### src/sv/rsu_pkg.sv
package rsu_pkg;

    // Coordinate width of every edge on the ports and inside the block.
    localparam int COORD_BITS = 16;

    // Number of surrounding pieces around the intersection.
    localparam int NUM_PIECES = 8;
    localparam int PIECE_IDX_BITS = $clog2(NUM_PIECES);

    // Depth of the queue between the front and the back.
    localparam int QUEUE_DEPTH = 2;
    localparam int QUEUE_PTR_BITS = (QUEUE_DEPTH > 1) ? $clog2(QUEUE_DEPTH) : 1;
    localparam int QUEUE_CNT_BITS = $clog2(QUEUE_DEPTH + 1);

    // Configuration register indexes.
    localparam int CFG_IDX_BITS = 2;
    localparam logic [CFG_IDX_BITS-1:0] CFG_CUT_LEFT   = 2'd0;
    localparam logic [CFG_IDX_BITS-1:0] CFG_CUT_TOP    = 2'd1;
    localparam logic [CFG_IDX_BITS-1:0] CFG_CUT_RIGHT  = 2'd2;
    localparam logic [CFG_IDX_BITS-1:0] CFG_CUT_BOTTOM = 2'd3;

    typedef logic signed [COORD_BITS-1:0] coord_t;

    // One classified item: the column edges, the row edges, the pieces to emit.
    // Column c spans xs[c] to xs[c+1]; row r spans ys[r] to ys[r+1].
    typedef struct packed {
        coord_t [3:0]            xs;
        coord_t [3:0]            ys;
        logic [NUM_PIECES-1:0]   mask;
        logic                    overlapped;
    } rsu_entry_t;

    // Column of each piece in emission order.
    function automatic logic [1:0] piece_col(input logic [PIECE_IDX_BITS-1:0] p);
        logic [1:0] c;
        case (p)
            3'd0, 3'd3, 3'd5: c = 2'd0;
            3'd1, 3'd6:       c = 2'd1;
            default:          c = 2'd2;
        endcase
        return c;
    endfunction

    // Row of each piece in emission order.
    function automatic logic [1:0] piece_row(input logic [PIECE_IDX_BITS-1:0] p);
        logic [1:0] r;
        case (p)
            3'd0, 3'd1, 3'd2: r = 2'd0;
            3'd3, 3'd4:       r = 2'd1;
            default:          r = 2'd2;
        endcase
        return r;
    endfunction

endpackage

### src/sv/rsu_front.sv
module rsu_front
    import rsu_pkg::*;
(
    input  logic                    clk,
    input  logic                    rst_n,
    input  logic                    cfg_we,
    input  logic [CFG_IDX_BITS-1:0] cfg_index,
    input  logic [COORD_BITS-1:0]   cfg_wdata,
    input  logic                    in_valid,
    output logic                    in_ready,
    input  coord_t                  in_left,
    input  coord_t                  in_top,
    input  coord_t                  in_right,
    input  coord_t                  in_bottom,
    output logic                    ent_valid,
    input  logic                    ent_ready,
    output rsu_entry_t              ent
);

    coord_t     cut_left_reg;
    coord_t     cut_top_reg;
    coord_t     cut_right_reg;
    coord_t     cut_bottom_reg;
    logic       ent_valid_reg;
    rsu_entry_t ent_reg;

    coord_t     il;
    coord_t     it;
    coord_t     ir;
    coord_t     ib;
    logic       pass;
    logic [2:0] col_ne;
    logic [2:0] row_ne;
    logic       covered;
    rsu_entry_t ent_next;

    // Cut rectangle registers.
    always_ff @(posedge clk or negedge rst_n)
    begin
        if (!rst_n)
        begin
            cut_left_reg   <= '0;
            cut_top_reg    <= '0;
            cut_right_reg  <= '0;
            cut_bottom_reg <= '0;
        end
        else if (cfg_we)
        begin
            case (cfg_index)
                CFG_CUT_LEFT:   cut_left_reg   <= cfg_wdata;
                CFG_CUT_TOP:    cut_top_reg    <= cfg_wdata;
                CFG_CUT_RIGHT:  cut_right_reg  <= cfg_wdata;
                CFG_CUT_BOTTOM: cut_bottom_reg <= cfg_wdata;
                default: ;
            endcase
        end
    end

    // Intersection and classification of the incoming item.
    always_comb
    begin
        il = (in_left > cut_left_reg) ? in_left : cut_left_reg;
        it = (in_top > cut_top_reg) ? in_top : cut_top_reg;
        ir = (in_right < cut_right_reg) ? in_right : cut_right_reg;
        ib = (in_bottom < cut_bottom_reg) ? in_bottom : cut_bottom_reg;
        pass = (ir <= il) || (ib <= it);

        col_ne = {ir < in_right, 1'b1, in_left < il};
        row_ne = {ib < in_bottom, 1'b1, in_top < it};

        ent_next = '0;
        if (pass)
        begin
            // The source itself goes out as the single piece in column and row zero.
            ent_next.xs         = {in_right, in_right, in_right, in_left};
            ent_next.ys         = {in_bottom, in_bottom, in_bottom, in_top};
            ent_next.mask       = NUM_PIECES'(1);
            ent_next.overlapped = 1'b0;
        end
        else
        begin
            ent_next.xs         = {in_right, ir, il, in_left};
            ent_next.ys         = {in_bottom, ib, it, in_top};
            ent_next.overlapped = 1'b1;
            for (int p = 0; p < NUM_PIECES; p++)
            begin
                ent_next.mask[p] = col_ne[piece_col(PIECE_IDX_BITS'(p))]
                                 & row_ne[piece_row(PIECE_IDX_BITS'(p))];
            end
        end
        covered = !pass && (ent_next.mask == '0);
    end

    assign in_ready = !ent_valid_reg || ent_ready;

    // Output stage toward the queue; wholly covered items are dropped here.
    always_ff @(posedge clk or negedge rst_n)
    begin
        if (!rst_n)
        begin
            ent_valid_reg <= 1'b0;
        end
        else if (in_ready)
        begin
            ent_valid_reg <= in_valid && !covered;
        end
    end

    always_ff @(posedge clk)
    begin
        if (in_ready)
        begin
            ent_reg <= ent_next;
        end
    end

    assign ent_valid = ent_valid_reg;
    assign ent       = ent_reg;

endmodule

### src/sv/rsu_queue.sv
module rsu_queue
    import rsu_pkg::*;
(
    input  logic       clk,
    input  logic       rst_n,
    input  logic       push_valid,
    output logic       push_ready,
    input  rsu_entry_t push_data,
    output logic       pop_valid,
    input  logic       pop_ready,
    output rsu_entry_t pop_data
);

    rsu_entry_t                slot_reg [QUEUE_DEPTH];
    logic [QUEUE_PTR_BITS-1:0] wr_ptr_reg;
    logic [QUEUE_PTR_BITS-1:0] rd_ptr_reg;
    logic [QUEUE_CNT_BITS-1:0] count_reg;
    logic                      push;
    logic                      pop;

    assign push_ready = (count_reg != QUEUE_CNT_BITS'(QUEUE_DEPTH));
    assign pop_valid  = (count_reg != '0);
    assign push       = push_valid && push_ready;
    assign pop        = pop_valid && pop_ready;
    assign pop_data   = slot_reg[rd_ptr_reg];

    // Pointers and fill count.
    always_ff @(posedge clk or negedge rst_n)
    begin
        if (!rst_n)
        begin
            wr_ptr_reg <= '0;
            rd_ptr_reg <= '0;
            count_reg  <= '0;
        end
        else
        begin
            if (push)
            begin
                wr_ptr_reg <= (wr_ptr_reg == QUEUE_PTR_BITS'(QUEUE_DEPTH - 1)) ? '0
                              : wr_ptr_reg + 1'b1;
            end
            if (pop)
            begin
                rd_ptr_reg <= (rd_ptr_reg == QUEUE_PTR_BITS'(QUEUE_DEPTH - 1)) ? '0
                              : rd_ptr_reg + 1'b1;
            end
            if (push && !pop)
            begin
                count_reg <= count_reg + 1'b1;
            end
            else if (pop && !push)
            begin
                count_reg <= count_reg - 1'b1;
            end
        end
    end

    // Entry storage.
    always_ff @(posedge clk)
    begin
        if (push)
        begin
            slot_reg[wr_ptr_reg] <= push_data;
        end
    end

`ifndef ASSERT_OFF
    a_count_range: assert property (@(posedge clk) disable iff (!rst_n)
        count_reg <= QUEUE_CNT_BITS'(QUEUE_DEPTH))
        else $error("queue count out of range");

    a_ptr_gap: assert property (@(posedge clk) disable iff (!rst_n)
        (count_reg == '0) |-> (wr_ptr_reg == rd_ptr_reg))
        else $error("queue pointers differ while empty");

    a_count_step: assert property (@(posedge clk) disable iff (!rst_n)
        (push && !pop) |=> (count_reg == $past(count_reg) + 1'b1))
        else $error("queue count did not follow a push");
`endif

endmodule

### src/sv/rsu_back.sv
module rsu_back
    import rsu_pkg::*;
(
    input  logic       clk,
    input  logic       rst_n,
    input  logic       pop_valid,
    output logic       pop_ready,
    input  rsu_entry_t pop_data,
    output logic       out_valid,
    input  logic       out_ready,
    output coord_t     piece_left,
    output coord_t     piece_top,
    output coord_t     piece_right,
    output coord_t     piece_bottom,
    output logic       overlapped,
    output logic       last_piece
);

    rsu_entry_t            cur_reg;
    logic [NUM_PIECES-1:0] rem_reg;
    logic                  busy_reg;
    logic                  out_valid_reg;
    coord_t                left_reg;
    coord_t                top_reg;
    coord_t                right_reg;
    coord_t                bottom_reg;
    logic                  ovl_reg;
    logic                  last_reg;

    logic                      advance;
    logic                      emit;
    logic                      pop;
    logic [PIECE_IDX_BITS-1:0] sel;
    logic [NUM_PIECES-1:0]     rem_after;
    logic                      last;
    logic [1:0]                col;
    logic [1:0]                row;
    logic [1:0]                col_hi;
    logic [1:0]                row_hi;

    // Lowest pending piece and its edges.
    always_comb
    begin
        sel = '0;
        for (int i = NUM_PIECES - 1; i >= 0; i--)
        begin
            if (rem_reg[i])
            begin
                sel = PIECE_IDX_BITS'(i);
            end
        end
        rem_after = rem_reg & ~(NUM_PIECES'(1) << sel);
        last      = (rem_after == '0);
        col       = piece_col(sel);
        row       = piece_row(sel);
        // Column and row indexes never exceed two, so the far edge index fits.
        col_hi    = col + 2'd1;
        row_hi    = row + 2'd1;
    end

    assign advance   = !out_valid_reg || out_ready;
    assign emit      = busy_reg && advance;
    assign pop_ready = !busy_reg || (emit && last);
    assign pop       = pop_valid && pop_ready;

    // Current item and the pieces still to send.
    always_ff @(posedge clk or negedge rst_n)
    begin
        if (!rst_n)
        begin
            busy_reg <= 1'b0;
            rem_reg  <= '0;
        end
        else if (pop)
        begin
            busy_reg <= 1'b1;
            rem_reg  <= pop_data.mask;
        end
        else if (emit)
        begin
            busy_reg <= !last;
            rem_reg  <= rem_after;
        end
    end

    always_ff @(posedge clk)
    begin
        if (pop)
        begin
            cur_reg <= pop_data;
        end
    end

    // Output register.
    always_ff @(posedge clk or negedge rst_n)
    begin
        if (!rst_n)
        begin
            out_valid_reg <= 1'b0;
        end
        else if (emit)
        begin
            out_valid_reg <= 1'b1;
        end
        else if (out_ready)
        begin
            out_valid_reg <= 1'b0;
        end
    end

    always_ff @(posedge clk)
    begin
        if (emit)
        begin
            left_reg   <= cur_reg.xs[col];
            right_reg  <= cur_reg.xs[col_hi];
            top_reg    <= cur_reg.ys[row];
            bottom_reg <= cur_reg.ys[row_hi];
            ovl_reg    <= cur_reg.overlapped;
            last_reg   <= last;
        end
    end

    assign out_valid    = out_valid_reg;
    assign piece_left   = left_reg;
    assign piece_top    = top_reg;
    assign piece_right  = right_reg;
    assign piece_bottom = bottom_reg;
    assign overlapped   = ovl_reg;
    assign last_piece   = last_reg;

`ifndef ASSERT_OFF
    a_busy_has_work: assert property (@(posedge clk) disable iff (!rst_n)
        busy_reg |-> (rem_reg != '0))
        else $error("busy with no pieces left");

    a_pass_is_last: assert property (@(posedge clk) disable iff (!rst_n)
        (out_valid_reg && !ovl_reg) |-> last_reg)
        else $error("pass-through item not marked last");

    a_pop_only_when_free: assert property (@(posedge clk) disable iff (!rst_n)
        (busy_reg && !(emit && last)) |-> !pop)
        else $error("new item loaded over unfinished one");
`endif

endmodule

### src/sv/rectangle_subtract_unit.sv
// The first piece of an item passes the front output stage, a queue slot, the current
// item register of the back and the output register. The output gives one piece per cycle
// while out_ready is high; an item has 1 to 8 pieces; a wholly covered item is dropped.
// A two-entry queue decouples input classification from piece emission.
// Reset (rst_n, asynchronous, active low) clears the cut rectangle to zero and empties
// every stage; items in flight are discarded.
module rectangle_subtract_unit
    import rsu_pkg::*;
(
    input  logic                    clk,
    input  logic                    rst_n,
    input  logic                    cfg_we,
    input  logic [CFG_IDX_BITS-1:0] cfg_index,
    input  logic [COORD_BITS-1:0]   cfg_wdata,
    input  logic                    in_valid,
    output logic                    in_ready,
    input  coord_t                  in_left,
    input  coord_t                  in_top,
    input  coord_t                  in_right,
    input  coord_t                  in_bottom,
    output logic                    out_valid,
    input  logic                    out_ready,
    output coord_t                  piece_left,
    output coord_t                  piece_top,
    output coord_t                  piece_right,
    output coord_t                  piece_bottom,
    output logic                    overlapped,
    output logic                    last_piece
);

    logic       ent_valid;
    logic       ent_ready;
    rsu_entry_t ent;
    logic       pop_valid;
    logic       pop_ready;
    rsu_entry_t pop_data;

    // Front: intersection and piece classification.
    rsu_front u_front (
        .clk       (clk),
        .rst_n     (rst_n),
        .cfg_we    (cfg_we),
        .cfg_index (cfg_index),
        .cfg_wdata (cfg_wdata),
        .in_valid  (in_valid),
        .in_ready  (in_ready),
        .in_left   (in_left),
        .in_top    (in_top),
        .in_right  (in_right),
        .in_bottom (in_bottom),
        .ent_valid (ent_valid),
        .ent_ready (ent_ready),
        .ent       (ent)
    );

    // Queue of classified items.
    rsu_queue u_queue (
        .clk        (clk),
        .rst_n      (rst_n),
        .push_valid (ent_valid),
        .push_ready (ent_ready),
        .push_data  (ent),
        .pop_valid  (pop_valid),
        .pop_ready  (pop_ready),
        .pop_data   (pop_data)
    );

    // Back: one piece per cycle into the output register while the output is not stalled.
    rsu_back u_back (
        .clk          (clk),
        .rst_n        (rst_n),
        .pop_valid    (pop_valid),
        .pop_ready    (pop_ready),
        .pop_data     (pop_data),
        .out_valid    (out_valid),
        .out_ready    (out_ready),
        .piece_left   (piece_left),
        .piece_top    (piece_top),
        .piece_right  (piece_right),
        .piece_bottom (piece_bottom),
        .overlapped   (overlapped),
        .last_piece   (last_piece)
    );

endmodule
### config.mk
export PLATFORM = sky130hd
export DESIGN_NAME = rectangle_subtract_unit
export DESIGN_NICKNAME = d
export VERILOG_FILES = /design/src/sv/rsu_pkg.sv /design/src/sv/rsu_front.sv /design/src/sv/rsu_queue.sv /design/src/sv/rsu_back.sv /design/src/sv/rectangle_subtract_unit.sv
export SDC_FILE = /design/constraint.sdc
export NUM_CORES = 1
export LEC_CHECK = 0
export BUFFER_PORTS_ARGS = -buffer_cell sky130_fd_sc_hd__buf_4
export CAP_MARGIN = 25
export CORE_ASPECT_RATIO = 1.1
export CORE_MARGIN = 2
export CORE_UTILIZATION = 60
export DETAILED_ROUTE_END_ITERATION = 8
export GPL_TIMING_DRIVEN = 0
export PLACE_DENSITY = 0.78
export REMOVE_ABC_BUFFERS = 1
export SKIP_CTS_REPAIR_TIMING = 1
export SYNTH_ARGS = -nofsm -noshare
export SYNTH_HDL_FRONTEND = slang
export SYNTH_HIERARCHICAL = 1
export SYNTH_SLANG_ARGS = --single-unit
### constraint.sdc
create_clock -name clk -period 8.4 [get_ports clk]
set_input_delay 1.68 -clock clk [delete_from_list [all_inputs] [get_ports clk]]
set_output_delay 1.68 -clock clk [all_outputs]
set_load 0.05 [all_outputs]
# --- After elaboration in Yosys (flattened, before gate mapping) ---
# Memory sizes are Yosys's and may differ from the RTL's.
# Cells that the tools add are included.
op_classes:
  add_sub_neg: 6
  n_lt_le_gt_ge: 17
  n_eq_ne: 10
  shifts: 1
  n_mux: 50
  n_bitwise: 10
  n_reduce_logical: 36
ops:
  columns: ["operator", "n"]
  rows:
  - ["16-bit binary-select mux with 2-bit select", 4]
  - ["16-bit 2-to-1 mux", 8]
  - ["121-bit 2-to-1 mux", 1]
  - ["16-bit < comparator", 6]
  - ["16-bit > comparator", 2]
  - ["16-bit less-or-equal comparator", 2]
  - ["3-bit 2-to-1 mux", 8]
  - ["2-bit by 3-bit < comparator with 1-bit output (second input constant)", 7]
  - ["8-bit logical NOT", 2]
  - ["8-bit 2-to-1 mux", 2]
  - ["1-bit 2-to-1 mux", 14]
  - ["1-bit binary-select mux with 2-bit select", 6]
  - ["2-bit 2-to-1 mux", 5]
  - ["3-bit == test (second input constant)", 3]
  - ["1-bit bitwise AND", 8]
  - ["8-bit bitwise AND", 1]
  - ["1-bit logical AND", 8]
  - ["1-bit logical NOT", 8]
  - ["8-bit NOT", 1]
  - ["2-bit case mux with 2 select lines", 2]
  - ["2-bit AND reduction", 4]
  - ["2-bit nonzero test", 4]
  - ["1-bit by 3-bit left shift with 8-bit output (first input constant)", 1]
  - ["2-bit by 1-bit adder with 2-bit output (second input constant)", 3]
  - ["12 further kinds", 20]
word_totals:
  register_bits: 411
  ram_bits: 274
  input_bits: 87
  output_inout_bits: 68
  elab_cells: 167
  n_memories: 1
mem_list:
  columns: ["name", "words", "width", "rd", "rd_ports_with_merged_regs", "write_ports", "line_no", "rtl"]
  rows:
  - ["u_queue.slot_reg", 2, 137, 1, 0, 1, "rsu_queue.sv:14", "rsu_entry_t slot_reg [QUEUE_DEPTH];"]

# --- Depth between registers and ports, before layout ---
logic_depth:
  depth_word: 18
  depth_mapped: 27
  ltp_nobuf: 22

# --- Modules after synthesis ---
# The synthesis kept the hierarchy.
by_module_without_submodules:
  columns: ["module", "instances", "cells_per_inst", "area_each_um2", "seq_area_each_um2"]
  rows:
  - ["rsu_front", 1, 988, 11697.5, 5740.5]
  - ["rsu_queue", 1, 444, 10127.2, 8328.0]
  - ["rsu_back", 1, 477, 7835.0, 6105.9]

# --- Worst setup path after synthesis ---
# Ideal clock, no wire load.
synth_timing:
  kind: "input to register"
  from: "input port in_left[15]"
  to: "register u_front.ent_reg (netlist bit u_front/ent[106]), data pin"
  setup_ns: 0.262
  t_arrival_ns: 6.801
  t_required_ns: 8.138
  setup_slack_ns: 1.337
  path_stages: 23
  path_buffers: 3
  cell_sequence: "ha_1 nand4_1 or4_4 o32a_1 and3_4 nor2_8 buf_1 mux2i_1 ha_1 a21o_1 a21o_1 a21o_1 a21o_1 a211oi_1 o21ai_0 a31o_2 a31oi_1 xnor2_1 or4_1 buf_2 clkinv_2 buf_4 mux2_1"
synth_rtl:
  columns: ["element", "line_no", "rtl"]
  rows:
  - ["from (decl)", "rectangle_subtract_unit.sv:17", "input coord_t in_left,"]
  - ["to (signal assigned)", "rsu_front.sv:113", "ent_reg <= ent_next;"]
  - ["to (decl)", "rsu_front.sv:25", "rsu_entry_t ent_reg;"]

==> run_summary.xml <==
<?xml version="1.0" encoding="UTF-8"?>
<metrics>
  <group name="outcome">
    <metric name="run_status" unit="">complete, no violations</metric>
  </group>
  <group name="clock_tree">
    <metric name="clock_sinks" unit="">685</metric>
    <metric name="max-clock-path-buffers" unit="">3</metric>
    <metric name="clock-root-buffer" unit="">clkbuf_16</metric>
    <metric name="cts_tree" unit="">yes</metric>
    <metric name="worstSkewPairLatency" unit="ns">0.59</metric>
    <metric name="h-tree-depth" unit="">3</metric>
    <metric name="cts-buffers-inserted" unit="">67</metric>
    <metric name="clkTransAtPathRegs" unit="ns">0.06</metric>
  </group>
  <group name="die">
    <metric name="die-width" unit="um">216.0</metric>
    <metric name="num_io_pins" unit="">155</metric>
    <metric name="num_rows" unit="">85</metric>
    <metric name="initial_core_util" unit="%">60.63</metric>
    <metric name="die_y" unit="um">237.2</metric>
    <metric name="dieArea" unit="um2">51230</metric>
    <metric name="design.core.area" unit="um2">48920</metric>
  </group>
  <group name="global_routing">
    <metric name="global_route_wire_length_before_repair" unit="um">96680</metric>
    <metric name="groute.usage.overall" unit="%">24.87</metric>
    <metric name="grt-ovfl-total" unit="">0</metric>
    <metric name="vias_in_the_first_global_route" unit="">16990</metric>
    <metric name="antenna_found_initial" unit="">3</metric>
    <metric name="maximum_number_of_pins_on_one_net_before_global_route_repair" unit="">69</metric>
  </group>
  <group name="timing">
    <metric name="min_period" unit="ns">8.070</metric>
    <metric name="clock.fmax" unit="MHz">123.9</metric>
    <metric name="fin_tns_setup" unit="ns">0</metric>
    <metric name="tightestPinTransition" unit="ns">1.012</metric>
    <metric name="fin_skew" unit="ns">0.01828</metric>
    <metric name="finalWorstSetupSlack" unit="ns">0.3299</metric>
    <metric name="timing.final.crit_share" unit="%">96.07</metric>
    <metric name="setup_viol" unit="">0</metric>
    <metric name="pins_over_slew_limit" unit="">0</metric>
    <metric name="grt_setup_unrepaired" unit="">false</metric>
    <metric name="final-hold-violation-count" unit="">0</metric>
    <metric name="slew-limit-headroom" unit="%">32.25</metric>
  </group>
  <group name="power_and_ir_drop">
    <metric name="p_leak" unit="nW">13.35</metric>
    <metric name="ir_drop" unit="uV">429.6</metric>
    <metric name="power.density" unit="nW/um2">426.4</metric>
  </group>
  <group name="synthesis">
    <metric name="yosys-top-cells-area" unit="">edfxtp_1 (61%), mux2_2 (7.1%), dfrtp_1 (6.7%)</metric>
    <metric name="synth_instances" unit="">1909</metric>
    <metric name="yosysWarningCount" unit="">6</metric>
    <metric name="synth_seq_cells" unit="">685</metric>
    <metric name="netlist.top_cell.by_area" unit="">edfxtp_1</metric>
    <metric name="synthesis.area_per_instance" unit="um2">15.54</metric>
    <metric name="count_of_distinct_cell_types_in_the_synthesized_netlist" unit="">78</metric>
    <metric name="synth_enable_flop_cells" unit="">606</metric>
    <metric name="netlist_top_cells_count" unit="">edfxtp_1 (606), mux2_2 (188), ha_1 (147)</metric>
    <metric name="synthFlopType" unit="">edfxtp_1</metric>
    <metric name="portion_of_synthesized_cell_area_occupied_by_the_leading_cell_type" unit="%">61.35</metric>
    <metric name="post-synth-top-count-cell" unit="">edfxtp_1</metric>
    <metric name="synth.yosys.seq_area_share" unit="%">68.02</metric>
    <metric name="mappedNetlistArea" unit="um2">29660</metric>
    <metric name="synth_async_sr_flop_share" unit="%">11.53</metric>
  </group>
  <group name="worst_setup_path">
    <metric name="worstSetupStartpointType" unit="">input pin</metric>
    <metric name="timing.rr.end" unit="">u_front/ent[55]$_DFFE_PP_</metric>
    <metric name="setup.reg_to_reg.worst_slack" unit="ns">1.15</metric>
    <metric name="timing.critical_path.required" unit="ns">8.72</metric>
    <metric name="endpoint_kind" unit="">flip-flop</metric>
    <metric name="critPathArrivalTime" unit="ns">8.39</metric>
    <metric name="cp_max_fo" unit="">68</metric>
    <metric name="crit_type" unit="">input pin to flip-flop</metric>
    <metric name="critical_path.reg2reg.startpoint" unit="">u_front/cut_left_reg[7]$_DFFE_PN0P_</metric>
    <metric name="worst_reg2reg_path_depth" unit="">21</metric>
  </group>
  <group name="cells_and_area">
    <metric name="layout_overhead_on_the_synthesized_area" unit="%">15.13</metric>
    <metric name="num-fill-cells" unit="">3218</metric>
    <metric name="nets" unit="">2336</metric>
    <metric name="max_ffs_per_register" unit="">274</metric>
    <metric name="design_area" unit="um2">34150</metric>
    <metric name="final_layout_size_suffix_gt1_share" unit="%">22.93</metric>
  </group>
  <group name="drt">
    <metric name="postRouteAntennaNets" unit="">0</metric>
    <metric name="route.vias.total" unit="">16520</metric>
    <metric name="first_iter_violations" unit="">1343</metric>
    <metric name="detail_route.drc_violations" unit="">0</metric>
    <metric name="drt_first_pass_iters" unit="">7</metric>
    <metric name="vias_per_cell" unit="">5.883</metric>
    <metric name="route.detailed.wl_per_inst" unit="um">22.36</metric>
    <metric name="drt_wl_total" unit="um">62780</metric>
  </group>
  <group name="placed_design">
    <metric name="io_buffer_count" unit="">154</metric>
    <metric name="dp.final_hpwl" unit="um">43160</metric>
    <metric name="gp_congestion" unit="">0.8686</metric>
    <metric name="placement.cell_area" unit="um2">31970</metric>
    <metric name="preCtsSetupSlack" unit="ns">-0.1976</metric>
  </group>
  <group name="min_path">
    <metric name="hold_path_class" unit="">flip-flop to flip-flop</metric>
    <metric name="hp-start" unit="">u_back/cur_reg[0]$_DFFE_PP_</metric>
    <metric name="whs_endpoint" unit="">u_back/overlapped$_DFFE_PP_</metric>
    <metric name="hold_crit_depth" unit="">0</metric>
  </group>
  <group name="run">
    <metric name="drv.max_cap_violation_count" unit="">0</metric>
  </group>
</metrics>
-- worst max-delay path, cell delays in order --
cell and delay (ns):
buf_4 0.14, ha_1 0.33, a21oi_1 0.15, o21ai_0 0.19
a2111oi_0 0.70, a21oi_1 0.31, nor2_8 0.43, mux2i_1 0.42
ha_1 0.33, a21o_1 0.18, a21o_1 0.17, a21o_1 0.18
a21o_1 0.18, a211oi_1 0.28, o21ai_0 0.23, a31o_2 0.27
a31oi_1 0.18, xnor2_1 0.14, or4_1 0.69, bufinv_8 0.71
mux2_1 0.44
-- how the worst max path moves through the flow --
stage	to	cells past startpoint	slack, ns	from
final	u_front/ent[55]$_DFFE_PP_	21	0.33	in_left[7]
after global routing	u_front/ent[55]$_DFFE_PP_	21	0.04	in_left[7]
after CTS	u_front/ent[55]$_DFFE_PP_	21	0.39	in_left[7]
after detailed placement	u_front/ent[55]$_DFFE_PP_	21	-0.20	in_left[7]
after global placement	u_queue/slot_reg[0][82]$_DFFE_PP_	3	-2.42	u_queue/count_reg[0]$_DFFE_PN0P_
after floorplan	u_front/ent[106]$_DFFE_PP_	20	0.38	in_right[2]
-- cells in the final DEF, fill, tap and decap left out, types with 33 or more instances in the layout --
cell	instances
inv_1	140
a21o_1	36
mux2_2	188
a221o_1	33
ha_1	147
clkbuf_16	71
buf_4	160
nor2_1	69
dfrtp_1	78
o21ai_0	66
a21oi_1	59
nand2_1	86
mux2i_1	69
edfxtp_1	606
-- layout make-up --
| cell class | instances | area [um2] | share of cell area (%) |
|---|---|---|---|
| well taps | 652 | 815.8 | 2.389 |
| flip-flops and latches | 685 | 20180 | 59.09 |
| inverters | 142 | 549.3 | 1.609 |
| repair buffers | 190 | 1844 | 5.401 |
| multi-input cells | 1016 | 8589 | 25.15 |
| diodes | 2 | 5.005 | 0.01466 |
| clock inverters | 29 | 299.0 | 0.8757 |
| clock buffers | 92 | 1866 | 5.463 |
-- power by group --
part / internal (mW) / leakage (nW) / switching, mW / total, mW
clock: 1.74 / 1.05 / 1.22 / 2.96
combinational: 2.07 / 5.52 / 3.22 / 5.30
sequential: 5.76 / 6.78 / 0.541 / 6.30
-- logic make-up after synthesis --
family | Yosys count | synth area share [%]
XOR/XNOR | 11 | 0.3248
AO/OA/AOI/OAI | 279 | 6.471
multiplexers | 290 | 10.72
AND/OR/NAND/NOR | 281 | 4.771
adder cells (fa/ha/maj) | 155 | 6.475
flip-flops | 685 | 68.02
buffers and inverters | 208 | 3.223
-- through the flow --
step | hold slack, ns | utilization [%] | total power, mW | std cells
after global routing | 0.4425 | 69.79 | 15.27 | 2807
final | 0.4186 | 69.80 | 14.56 | 2808
after CTS | 0.4184 | 69.77 | 14.64 | 2806
after detailed placement | 0.4045 | 65.35 | 11.63 | 2685
after floorplan | 0.4003 | - | 9.835 | 1843
after global placement | 0.4063 | 63.80 | 11.47 | 2649
-- layer usage --
layer	wire, um	GRT usage [%]	part of all wire [%]
met5	13	0	0.021
met4	1276	7.700	2.0
met3	3081	3.660	4.9
met2	31000	41.11	49
met1	27400	34.57	44
Note: power is estimated with default switching activity, not from simulation.
